## src/rtl/prq_pkg.sv

```systemverilog
// Shared types and codes for the priority ready queue.
package prq_pkg;
    localparam int TAG_W  = 8;
    localparam int PRIO_W = 16;
    localparam int RUN_W  = 2;
    localparam int OCC_W  = 5;

    localparam logic [1:0] OP_ADD  = 2'd0;
    localparam logic [1:0] OP_POP  = 2'd1;
    localparam logic [1:0] OP_PICK = 2'd2;
    localparam logic [1:0] OP_SET  = 2'd3;

    localparam logic [1:0] ST_OK    = 2'd0;
    localparam logic [1:0] ST_EMPTY = 2'd1;
    localparam logic [1:0] ST_FULL  = 2'd2;
    localparam logic [1:0] ST_NONE  = 2'd3;

    localparam logic [1:0] RUN_READY   = 2'd0;
    localparam logic [1:0] RUN_RUNNING = 2'd1;

    typedef struct packed {
        logic [1:0]        operation;
        logic [TAG_W-1:0]  thread_tag;
        logic [PRIO_W-1:0] priority_req;
        logic [RUN_W-1:0]  new_state;
    } t_req;

    typedef struct packed {
        logic [1:0]        status;
        logic [TAG_W-1:0]  chosen_tag;
        logic [PRIO_W-1:0] chosen_priority;
        logic [OCC_W-1:0]  occupancy;
    } t_rsp;
endpackage

```

## src/rtl/prq_if.sv

```systemverilog
// Valid/ready channel interfaces for requests and results.
interface prq_req_if;
    logic          valid;
    logic          ready;
    prq_pkg::t_req payload;
    modport source (output valid, output payload, input ready);
    modport sink (input valid, input payload, output ready);
endinterface

interface prq_rsp_if;
    logic          valid;
    logic          ready;
    prq_pkg::t_rsp payload;
    modport source (output valid, output payload, input ready);
    modport sink (input valid, input payload, output ready);
endinterface

```

## src/rtl/prq_front.sv

```systemverilog
// Front end: accepts requests into a two-entry queue for the cell array.
module prq_front (
    input  logic          i_clk,
    input  logic          i_rst_n,
    prq_req_if.sink       req,
    output logic          o_valid,
    output prq_pkg::t_req o_req,
    input  logic          i_take
);
    prq_pkg::t_req r_q [2];
    logic [1:0] r_cnt;
    logic       push, pop;

    assign req.ready = (r_cnt != 2'd2);
    assign push      = req.valid && req.ready;
    assign o_valid   = (r_cnt != 2'd0);
    assign o_req     = r_q[0];
    assign pop       = o_valid && i_take;

    always_ff @(posedge i_clk) begin
        if (!i_rst_n) begin
            r_cnt <= 2'd0;
        end else begin
            r_cnt <= r_cnt + {1'b0, push} - {1'b0, pop};
        end
        if (pop) begin
            r_q[0] <= r_q[1];
        end
        if (push) begin
            if (pop) r_q[r_cnt[1] ? 1 : 0] <= req.payload;
            else     r_q[r_cnt[0] ? 1 : 0] <= req.payload;
        end
    end
endmodule

```

## src/rtl/prq_cells.sv

```systemverilog
// Back end: sorted cell chain that executes one request at a time.
module prq_cells #(
    parameter int THREADS = 16
) (
    input  logic          i_clk,
    input  logic          i_rst_n,
    input  logic          i_valid,
    input  prq_pkg::t_req i_req,
    output logic          o_take,
    prq_rsp_if.source     rsp
);
    localparam int CW = $clog2(THREADS + 1);
    localparam int IW = (THREADS > 1) ? $clog2(THREADS) : 1;

    typedef enum logic {S_EVAL, S_DO} t_state;

    logic [prq_pkg::TAG_W-1:0]  r_tag  [THREADS];
    logic [prq_pkg::PRIO_W-1:0] r_prio [THREADS];
    logic [prq_pkg::RUN_W-1:0]  r_run  [THREADS];
    logic [CW-1:0]              r_cnt;
    t_state                     r_state;
    prq_pkg::t_req              r_req;
    logic [THREADS-1:0]         r_hit;   // per-cell match from eval cycle
    logic                       r_ovalid;
    prq_pkg::t_rsp              r_out;

    logic [THREADS-1:0] n_hit, first;
    logic               any;
    logic [IW-1:0]      idx;
    prq_pkg::t_rsp      n_out;

    assign o_take    = i_valid && (r_state == S_EVAL) && (!r_ovalid || rsp.ready);
    assign rsp.valid = r_ovalid;
    assign rsp.payload = r_out;

    always_comb begin
        for (int i = 0; i < THREADS; i++) begin
            logic live;
            live = (i < r_cnt);
            case (i_req.operation)
                prq_pkg::OP_ADD:  n_hit[i] = live && (r_prio[i] < i_req.priority_req);
                prq_pkg::OP_POP:  n_hit[i] = (i == 0) && live;
                prq_pkg::OP_PICK: n_hit[i] = live && (r_run[i] == prq_pkg::RUN_READY)
                                  && (r_prio[i] > i_req.priority_req);
                default:          n_hit[i] = live && (r_tag[i] == i_req.thread_tag);
            endcase
        end
    end

    // first set bit of the registered match vector
    always_comb begin
        first = r_hit & (~r_hit + THREADS'(1));
        any   = |r_hit;
        idx   = '0;
        for (int i = 0; i < THREADS; i++) if (first[i]) idx = IW'(i);
    end

    always_comb begin
        n_out = '0;
        n_out.occupancy = prq_pkg::OCC_W'(r_cnt);
        case (r_req.operation)
            prq_pkg::OP_ADD: begin
                if (r_cnt == CW'(THREADS)) n_out.status = prq_pkg::ST_FULL;
                else n_out.occupancy = prq_pkg::OCC_W'(r_cnt + CW'(1));
            end
            prq_pkg::OP_POP: begin
                if (r_cnt == '0) n_out.status = prq_pkg::ST_EMPTY;
                else begin
                    n_out.chosen_tag      = r_tag[0];
                    n_out.chosen_priority = r_prio[0];
                    n_out.occupancy       = prq_pkg::OCC_W'(r_cnt - CW'(1));
                end
            end
            prq_pkg::OP_PICK: begin
                if (r_cnt == '0) n_out.status = prq_pkg::ST_EMPTY;
                else if (!any) n_out.status = prq_pkg::ST_NONE;
                else begin
                    n_out.chosen_tag      = r_tag[idx];
                    n_out.chosen_priority = r_prio[idx];
                end
            end
            default: begin
                if (r_cnt == '0) n_out.status = prq_pkg::ST_EMPTY;
                else if (!any) n_out.status = prq_pkg::ST_NONE;
            end
        endcase
    end

    always_ff @(posedge i_clk) begin
        if (!i_rst_n) begin
            r_state  <= S_EVAL;
            r_cnt    <= '0;
            r_ovalid <= 1'b0;
        end else begin
            if (rsp.ready) r_ovalid <= 1'b0;
            case (r_state)
                S_EVAL: begin
                    if (o_take) begin
                        r_req   <= i_req;
                        r_hit   <= n_hit;
                        r_state <= S_DO;
                    end
                end
                S_DO: begin
                    r_out    <= n_out;
                    r_ovalid <= 1'b1;
                    r_state  <= S_EVAL;
                    case (r_req.operation)
                        prq_pkg::OP_ADD: if (r_cnt != CW'(THREADS)) begin
                            r_cnt <= r_cnt + CW'(1);
                            for (int i = 0; i < THREADS; i++) begin
                                logic at, above;
                                at    = any ? first[i] : (i == r_cnt);
                                above = (i > 0) && (r_hit & ((THREADS'(1) << i) - THREADS'(1))) != '0;
                                if (at) begin
                                    r_tag[i]  <= r_req.thread_tag;
                                    r_prio[i] <= r_req.priority_req;
                                    r_run[i]  <= r_req.new_state;
                                end else if (above && (i <= r_cnt)) begin
                                    r_tag[i]  <= r_tag[i-1];
                                    r_prio[i] <= r_prio[i-1];
                                    r_run[i]  <= r_run[i-1];
                                end
                            end
                        end
                        prq_pkg::OP_POP: if (r_cnt != '0) begin
                            r_cnt <= r_cnt - CW'(1);
                            for (int i = 0; i + 1 < THREADS; i++) begin
                                r_tag[i]  <= r_tag[i+1];
                                r_prio[i] <= r_prio[i+1];
                                r_run[i]  <= r_run[i+1];
                            end
                        end
                        prq_pkg::OP_PICK: if (any) r_run[idx] <= prq_pkg::RUN_RUNNING;
                        default:          if (any) r_run[idx] <= r_req.new_state;
                    endcase
                end
                default: r_state <= S_EVAL;
            endcase
        end
    end
endmodule

```

## src/rtl/priority_ready_queue_scheduler.sv

```systemverilog
// Priority ready queue top level: request queue, cell chain, assertions.
// Usage:
//   i_req carries one request (operation, thread_tag, priority_req,
//   new_state) per valid/ready handshake; o_rsp returns exactly one result
//   (status, chosen_tag, chosen_priority, occupancy) per request, in order.
//   Operations: add (sorted insert, FIFO among equals), pop head, pick the
//   first ready entry above a threshold (marked running), set state by tag.
//   A two-entry request queue decouples the input from the cell chain.
//   The cell chain handles one request at a time: the eval state compares
//   every cell against the request and registers the match, then the do
//   state priority-encodes the match, shifts or updates the cells and
//   registers the result. The chain takes no new request until the do
//   state of the current one has registered its result.
//   Reset (synchronous, active low) empties the queue; cell contents stay
//   undefined until written. When o_rsp stalls the result is held and the
//   chain takes no new request until it is accepted; the request queue
//   then fills and drops ready.
module priority_ready_queue_scheduler #(
    parameter int THREADS = 16
) (
    input logic       i_clk,
    input logic       i_rst_n,
    prq_req_if.sink   i_req,
    prq_rsp_if.source o_rsp
);
    logic          q_valid, q_take;
    prq_pkg::t_req q_req;

    prq_front u_front (
        .i_clk, .i_rst_n, .req(i_req),
        .o_valid(q_valid), .o_req(q_req), .i_take(q_take)
    );

    prq_cells #(.THREADS(THREADS)) u_cells (
        .i_clk, .i_rst_n, .i_valid(q_valid), .i_req(q_req),
        .o_take(q_take), .rsp(o_rsp)
    );

    a_occ_range: assert property (@(posedge i_clk) disable iff (!i_rst_n)
        o_rsp.valid |-> (o_rsp.payload.occupancy <= 5'(THREADS)))
        else $error("occupancy above capacity");
    a_full_keeps: assert property (@(posedge i_clk) disable iff (!i_rst_n)
        (o_rsp.valid && o_rsp.payload.status == prq_pkg::ST_FULL)
        |-> (o_rsp.payload.occupancy == 5'(THREADS)))
        else $error("full reported below capacity");
    a_empty_zero: assert property (@(posedge i_clk) disable iff (!i_rst_n)
        (o_rsp.valid && o_rsp.payload.status == prq_pkg::ST_EMPTY)
        |-> (o_rsp.payload.occupancy == 5'd0 && o_rsp.payload.chosen_tag == '0))
        else $error("empty result not clean");
endmodule
```

## src/flat_wrapper.sv

```systemverilog
// flat-port wrapper written by rule: the top's interface ports become plain ports
module priority_ready_queue_scheduler_flat 
#(
    parameter int THREADS = 16
)
  (i_clk, i_rst_n, i_req_valid, i_req_payload, i_req_ready, o_rsp_valid, o_rsp_payload, o_rsp_ready);
  prq_req_if i_req_i ();
  prq_rsp_if o_rsp_i ();
  input logic i_clk;
  input logic i_rst_n;
  input wire logic [$bits(i_req_i.valid)-1:0] i_req_valid;
  input wire logic [$bits(i_req_i.payload)-1:0] i_req_payload;
  output wire logic [$bits(i_req_i.ready)-1:0] i_req_ready;
  output wire logic [$bits(o_rsp_i.valid)-1:0] o_rsp_valid;
  output wire logic [$bits(o_rsp_i.payload)-1:0] o_rsp_payload;
  input wire logic [$bits(o_rsp_i.ready)-1:0] o_rsp_ready;
  assign i_req_i.valid = i_req_valid;
  assign i_req_i.payload = i_req_payload;
  assign i_req_ready = i_req_i.ready;
  assign o_rsp_valid = o_rsp_i.valid;
  assign o_rsp_payload = o_rsp_i.payload;
  assign o_rsp_i.ready = o_rsp_ready;
  priority_ready_queue_scheduler #(.THREADS(THREADS)) u_core (.i_clk(i_clk), .i_rst_n(i_rst_n), .i_req(i_req_i), .o_rsp(o_rsp_i));
endmodule
```

## config.mk

```make
export PLATFORM = sky130hd
export DESIGN_NAME = priority_ready_queue_scheduler_flat
export DESIGN_NICKNAME = d
export VERILOG_FILES = /design/src/rtl/prq_pkg.sv /design/src/rtl/prq_if.sv /design/src/rtl/prq_front.sv /design/src/rtl/prq_cells.sv /design/src/rtl/priority_ready_queue_scheduler.sv /design/src/flat_wrapper.sv
export SDC_FILE = /design/constraint.sdc
export NUM_CORES = 2
export LEC_CHECK = 0
export ABC_AREA = 1
export BUFFER_PORTS_ARGS = -buffer_cell sky130_fd_sc_hd__buf_2
export CORE_MARGIN = 2
export CORE_UTILIZATION = 35
export CTS_CLUSTER_DIAMETER = 200
export DETAILED_ROUTE_END_ITERATION = 8
export SYNTH_ARGS = -nofsm -noshare
export SYNTH_HDL_FRONTEND = slang
export SYNTH_SLANG_ARGS = --single-unit
```

## constraint.sdc

```tcl
create_clock -name i_clk -period 4.3 [get_ports i_clk]
set_input_delay 0.43 -clock i_clk [delete_from_list [all_inputs] [get_ports i_clk]]
set_output_delay 0.43 -clock i_clk [all_outputs]
set_load 0.005 [all_outputs]
```

After elaboration in Yosys (flattened, before gate mapping)
Memory sizes are Yosys's and may differ from the RTL's.
Cells that the tools add are included.
- register bits after elaboration: 84
- bits in writable memories: 472
- input bits: 32
- word-level logic and storage cells: 734
- memories: 4
- memories (memory ; depth ; bits a word ; rd ports ; clocked after Yosys merged registers in ; write ports ; RTL line ; RTL):
    u_core.u_cells.r_prio ; 16 ; 16 ; 17 ; 0 ; 16 ; prq_cells.sv:18 ; logic [prq_pkg::PRIO_W-1:0] r_prio [THREADS];
    u_core.u_cells.r_tag ; 16 ; 8 ; 17 ; 0 ; 16 ; prq_cells.sv:17 ; logic [prq_pkg::TAG_W-1:0] r_tag [THREADS];
    u_core.u_front.r_q ; 2 ; 28 ; 2 ; 0 ; 2 ; prq_front.sv:10 ; prq_pkg::t_req r_q [2];
    u_core.u_cells.r_run ; 16 ; 2 ; 16 ; 0 ; 16 ; prq_cells.sv:19 ; logic [prq_pkg::RUN_W-1:0] r_run [THREADS];
- add/subtract/negate cells: 5
- magnitude comparators: 63
- eq/ne operators: 40
- mux-type cells: 386
- bitwise logic cells: 94
- reduce and logical (&&, ||, !) cells: 129
- operators by type and width (kind ; count):
    two-way mux 16 bit ; 30
    > comparator 16 bit ; 16
    less-than comparator 16 bit ; 16
    two-way mux 1 bit ; 248
    two-way mux 8 bit ; 30
    nonzero test 16 bit ; 14
    == test 8 bit ; 16
    bitwise OR 1 bit ; 91
    logical AND 1 bit ; 83
    two-way mux 2 bit ; 35
    two-way mux 4 bit ; 15
    two-way mux 24 bit ; 2
    case mux 1 bit (3 select lines) ; 16
    case mux 24 bit (2 select lines) ; 1
    == test 4 x 5 -> 1 bit (first input constant) ; 8
    <= comparator 4 x 5 -> 1 bit (first input constant) ; 8
    less-than comparator 4 x 5 -> 1 bit (first input constant) ; 8
    zero test 2 bit ; 18
    two-way mux 29 bit ; 1
    two-way mux 28 bit ; 1
    OR reduction 28 bit ; 1
    == test 3 x 5 -> 1 bit (first input constant) ; 4
    <= comparator 3 x 5 -> 1 bit (first input constant) ; 4
    less-than comparator 3 x 5 -> 1 bit (first input constant) ; 4
    34 further kinds ; 47

Longest topological paths before layout
An unclocked memory read counts as a cell.
- depth in word-level cells: 22
- depth in mapped cells: 18

Hierarchy
A second synthesis with hierarchy kept.
- cell total of the unflattened synthesis: 5317
- area total of the unflattened synthesis: 40657.7 µm²
- by module, submodules not included (module ; instances ; cells an instance ; area an instance (µm²) ; sequential area each (µm²)):
    prq_cells ; 1 ; 5012 ; 37776.2 ; 14884.3
    prq_front ; 1 ; 305 ; 2881.5 ; 1721.7

Least setup slack after synthesis
No wires, ideal clock.
- path kind: input port to flip-flop
- from: in o_rsp_ready
- to: mem u_core.u_front.r_q[1][0] in the netlist's numbering (enable)
- arrival: 3547 ps
- path slack: 301 ps
- stages: 8
- cell sequence: inv_1 -> nand2_1 -> o211ai_1 -> ha_1 -> clkbuf_1 -> clkbuf_1 -> nand2_1 -> o21ai_0
- RTL lines (element ; RTL line ; RTL):
    from (decl) ; flat_wrapper.sv:16 ; input wire logic [$bits(o_rsp_i.ready)-1:0] o_rsp_ready;
    to (decl) ; prq_front.sv:10 ;

==> metrics.md <==
| Metric | Value |
|---|---|
| Dominant cell type by area after synthesis | `edfxtp_1` |
| CTS Root Cell | `clkbuf_16` |
| Vias in the first global route | `35855` |
| Final hold vios | `0` |
| Most frequent cells in the layout | `nand2_1, o21ai_0, edfxtp_1, inv_1, a21oi_1` |
| Global-route wire length before repair | `236000 um` |
| I/O pin count | `65` |
| Worst-Skew Late Latency | `650 ps` |
| WP data required | `4670 ps` |
| Number of synthesized flops with an enable pin | `547` |
| Post-Syn Area per Cell | `7.76 um^2` |
| Yosys top cell area share | `40.7%` |
| Post-DR vias/cell | `5.80` |
| Synth Flop Type | `edfxtp_1` |
| Net count after synthesis | `5502` |
| Failing checks | `DRC` |
| DIE WIDTH | `344 um` |
| Hold Path Origin | `o_rsp_ready` |
| Async SR Flop Fraction | `0%` |
| Fin Clk Skew | `30.0 ps` |
| Power Internal | `13700 uW` |
| RSZ-0062 raised after global routing | `false` |
| Pre-CTS setup slack | `980 ps` |
| Post-synth cell types | `57` |
| Worst-case clock buffer depth | `3` |
| #FFs+latches synth | `556` |
| Crit Path Category | `reg2reg` |
| Period utilisation layout | `79.9%` |
| Max Fclk | `291 MHz` |
| Clk pin slew, worst setup/hold paths | `60 ps` |
| Worst Slack Setup Final | `862 ps` |
| NumNets Final | `5468` |
| Fin area | `44900 um^2` |
| Worst Hold End | `u_core.u_cells.rsp.valid$_SDFFE_PN0P_` |
| # Post-CTS Setup Buffers | `0` |
| Gr ovfl total | `0` |
| DRC | `1` |
| Reg-to-Reg Start | `u_core.u_cells.r_hit[3]$_DFFE_PP_` |
| Slew headroom | `34.2%` |
| Pwr per Cell Area | `543 nW/um^2` |
| Clock network fraction of design power | `25.4%` |
| CTS buffer count | `73` |
| Starting density of the core | `35.3%` |
| Synthesis Warnings | `0` |
| Max_cap viols | `0` |
| Minimum clock period | `3440 ps` |
| Detail Route Antenna Nets | `0` |
| CP Capture Type | `flop` |
| Crit path DAT | `3810 ps` |
| FP Rows | `124` |
| Average wire per standard cell | `23.8 um` |
| R2R cell count | `15` |
| Die area | `118000 um^2` |
| Fillers | `11690` |
| Sequential fraction of design power | `30.7%` |
| CTS Hold Bufs | `0` |
| Peak VDD IR | `0.000302 V` |
| Ant diodes | `0` |
| Total power | `24400 uW` |
| Largest net degree at the start of global routing | `104` |
| Syn Inst Count | `5197` |
| Sink Count | `556` |
| Switching part of the total power | `43.8%` |
| Final setup fails | `0` |
| Sequential-to-total area share from yosys stat | `41.2%` |
| Number of buffers added on ports | `64` |
| Status | `complete, but fails checks` |
| P_sw | `10700 uW` |
| Final number of max-transition violations | `0` |
| DRT Pass-1 Iters | `9` |
| Post-DP HPWL | `119000 um` |
| Crit start category | `flop` |
| CTS tree | `done` |
| Share of layout cells above drive strength 1 | `7.01%` |
| PostCTS Resize Cnt | `0` |
| Combinational share of power | `43.9%` |
| R2R Path End | `u_core.u_cells.rsp.payload[24]$_DFFE_PP_` |
| Vias | `39069` |
| Area after DPL | `42600 um^2` |
| Die H | `344 um` |
| Crit Path Max Fanout | `97` |
| Leakage | `0.0189 uW` |
| Initial antenna violation count | `1` |
| Gr usage total | `26.6%` |
| DRT Wirelength | `160000 um` |
| Gp weighted congestion | `0.960` |
| Synth area leaders | `edfxtp_1, nand2_1, o21ai_0` |
| Tightest Pin Transition | `985 ps` |
| Mapped cell area | `40300 um^2` |
| Htree depth | `3` |
| DRT iter0 DRCs | `5586` |
| Hold crit path type | `in2reg` |
| P&R area growth vs syn | `11.4%` |
| Commonest non-fill, non-tap cell in the layout | `nand2_1` |
| Core area | `114000 um^2` |
| Reg2reg setup slack | `860 ps` |
| Sum Neg Setup Slack | `0 ps` |
| Min-Delay Path Depth | `4` |
==> sequential cells by signal, indices dropped and copies added, names as in the netlist <==
name and cells:
u_core.u_cells.r_hit 16, u_core.u_cells.r_cnt 5, u_core.u_cells.r_prio 256, u_core.u_front.r_cnt 2
u_core.u_cells.rsp.payload 31, u_core.u_cells.r_run 32, u_core.u_cells.r_req 28, u_core.u_cells.r_tag 128
u_core.u_cells.r_state 1, u_core.u_front.r_q 56, u_core.u_cells.rsp.valid 1
==> power by group through the flow <==
| stage | clock network [uW] | registers [uW] | logic [uW] |
|---|---|---|---|
| floorplan | 0 | 7230 | 6610 |
| global placement | 0 | 7540 | 10200 |
| detailed placement | 0 | 7560 | 10400 |
| CTS | 6260 | 7450 | 10400 |
| global route | 6460 | 7520 | 11800 |
| finish | 6210 | 7490 | 10700 |
==> critical path: stages, from the launching register on <==
cell and delay, ps:
edfxtp_1 470, nor2_2 240, nand2_4 120, nor2_8 240, o211ai_1 260, nand4_4 240, buf_12 370, nand2_1 90
o21ai_0 110, nand2_1 80, nand2_1 120, nand2_1 160, nand2_1 110, nor2_1 50, nor2_1 310, nor2_1 90
==> Yosys cell counts, types with 3 or more instances <==
| cell type | instances |
|---|---|
| nand2_1 | 1339 |
| o21ai_0 | 772 |
| edfxtp_1 | 547 |
| inv_1 | 535 |
| a21oi_1 | 322 |
| ha_1 | 273 |
| nor2_1 | 241 |
| clkbuf_1 | 200 |
| nand4_1 | 200 |
| o22ai_1 | 149 |
| nand3_1 | 107 |
| buf_2 | 79 |
| o211ai_1 | 57 |
| nor3_1 | 36 |
| buf_1 | 29 |
| mux2i_1 | 28 |
| clkinv_1 | 27 |
| o31ai_1 | 25 |
| xor2_1 | 25 |
| xnor2_1 | 21 |
| a211oi_1 | 20 |
| a2111oi_0 | 19 |
| o21a_1 | 17 |
| o21ai_1 | 15 |
| a31oi_1 | 12 |
| nor4_1 | 12 |
| inv_2 | 11 |
| dfxtp_1 | 9 |
| o221ai_1 | 9 |
| buf_4 | 8 |
| o2111ai_1 | 7 |
| nor2_2 | 5 |
| o21ai_2 | 5 |
| a221oi_1 | 4 |
| nand3_2 | 3 |
| o221a_2 | 3 |
==> how the worst max path moves through the flow <==
stage	start	endpoint	slack, ps	cells after the start
CTS	u_core.u_cells.r_cnt[0]$_SDFFE_PN0P_	u_core.u_cells.r_tag[11][6]$_DFFE_PP_	970	11
floorplan	o_rsp_ready	u_core.u_front.r_q[1][0]$_DFFE_PP_	300	8
global placement	u_core.u_cells.r_hit[4]$_DFFE_PP_	u_core.u_cells.r_run[12][1]$_DFFE_PP_	950	14
global route	u_core.u_cells.r_cnt[0]$_SDFFE_PN0P_	u_core.u_cells.r_run[12][1]$_DFFE_PP_	680	14
finish	u_core.u_cells.r_hit[3]$_DFFE_PP_	u_core.u_cells.rsp.payload[24]$_DFFE_PP_	860	15
detailed placement	u_core.u_cells.r_hit[4]$_DFFE_PP_	u_core.u_cells.rsp.payload[24]$_DFFE_PP_	980	15
==> stage by stage <==
stage          std cells  util [%]  hold slack [ps]
6_report            6732      39.3             90.6
5_1_grt             6732      39.3             99.1
4_1_cts             6732      39.3             53.6
3_5_place_dp        6600      37.3              433
3_3_place_gp        6600      37.3              430
2_1_floorplan       5197         -              400
==> area by class of cell <==
class | instances | area (um^2) | share of cell area (%)
flip-flops and latches | 556 | 16600 | 37.0
multi-input cells | 3749 | 20400 | 45.3
repair buffers | 209 | 1560 | 3.47
clock inverters | 45 | 368 | 0.819
clock buffers | 87 | 1960 | 4.37
inverters | 574 | 2160 | 4.82
well taps | 1512 | 1890 | 4.21
==> logic make-up (layout without fill, tap and decap cells) <==
kind of cell / after synthesis / after routing / share of synthesized area (%)
compound gates: 1446 / 1446 / 19.8
buf+inv: 892 / 915 / 8.66
mux: 29 / 29 / 0.723
xor+xnor: 46 / 46 / 0.999
fa+ha+maj: 273 / 273 / 8.47
simple gates: 1955 / 1955 / 20.2
flops: 556 / 556 / 41.2
==> per-layer routing <==
layer / routed length (um) / global-route usage [%] / share of wire [%] / vias up
met5: 20 / 0 / 0.012 / -
met4: 6130 / 10.1 / 3.8 / 2
met3: 19600 / 4.84 / 12 / 245
met2: 65900 / 38.1 / 41 / 2410
met1: 68800 / 39.3 / 43 / 18366
li1: - / - / - / 18046
Power figures use the tool's default switching activity.
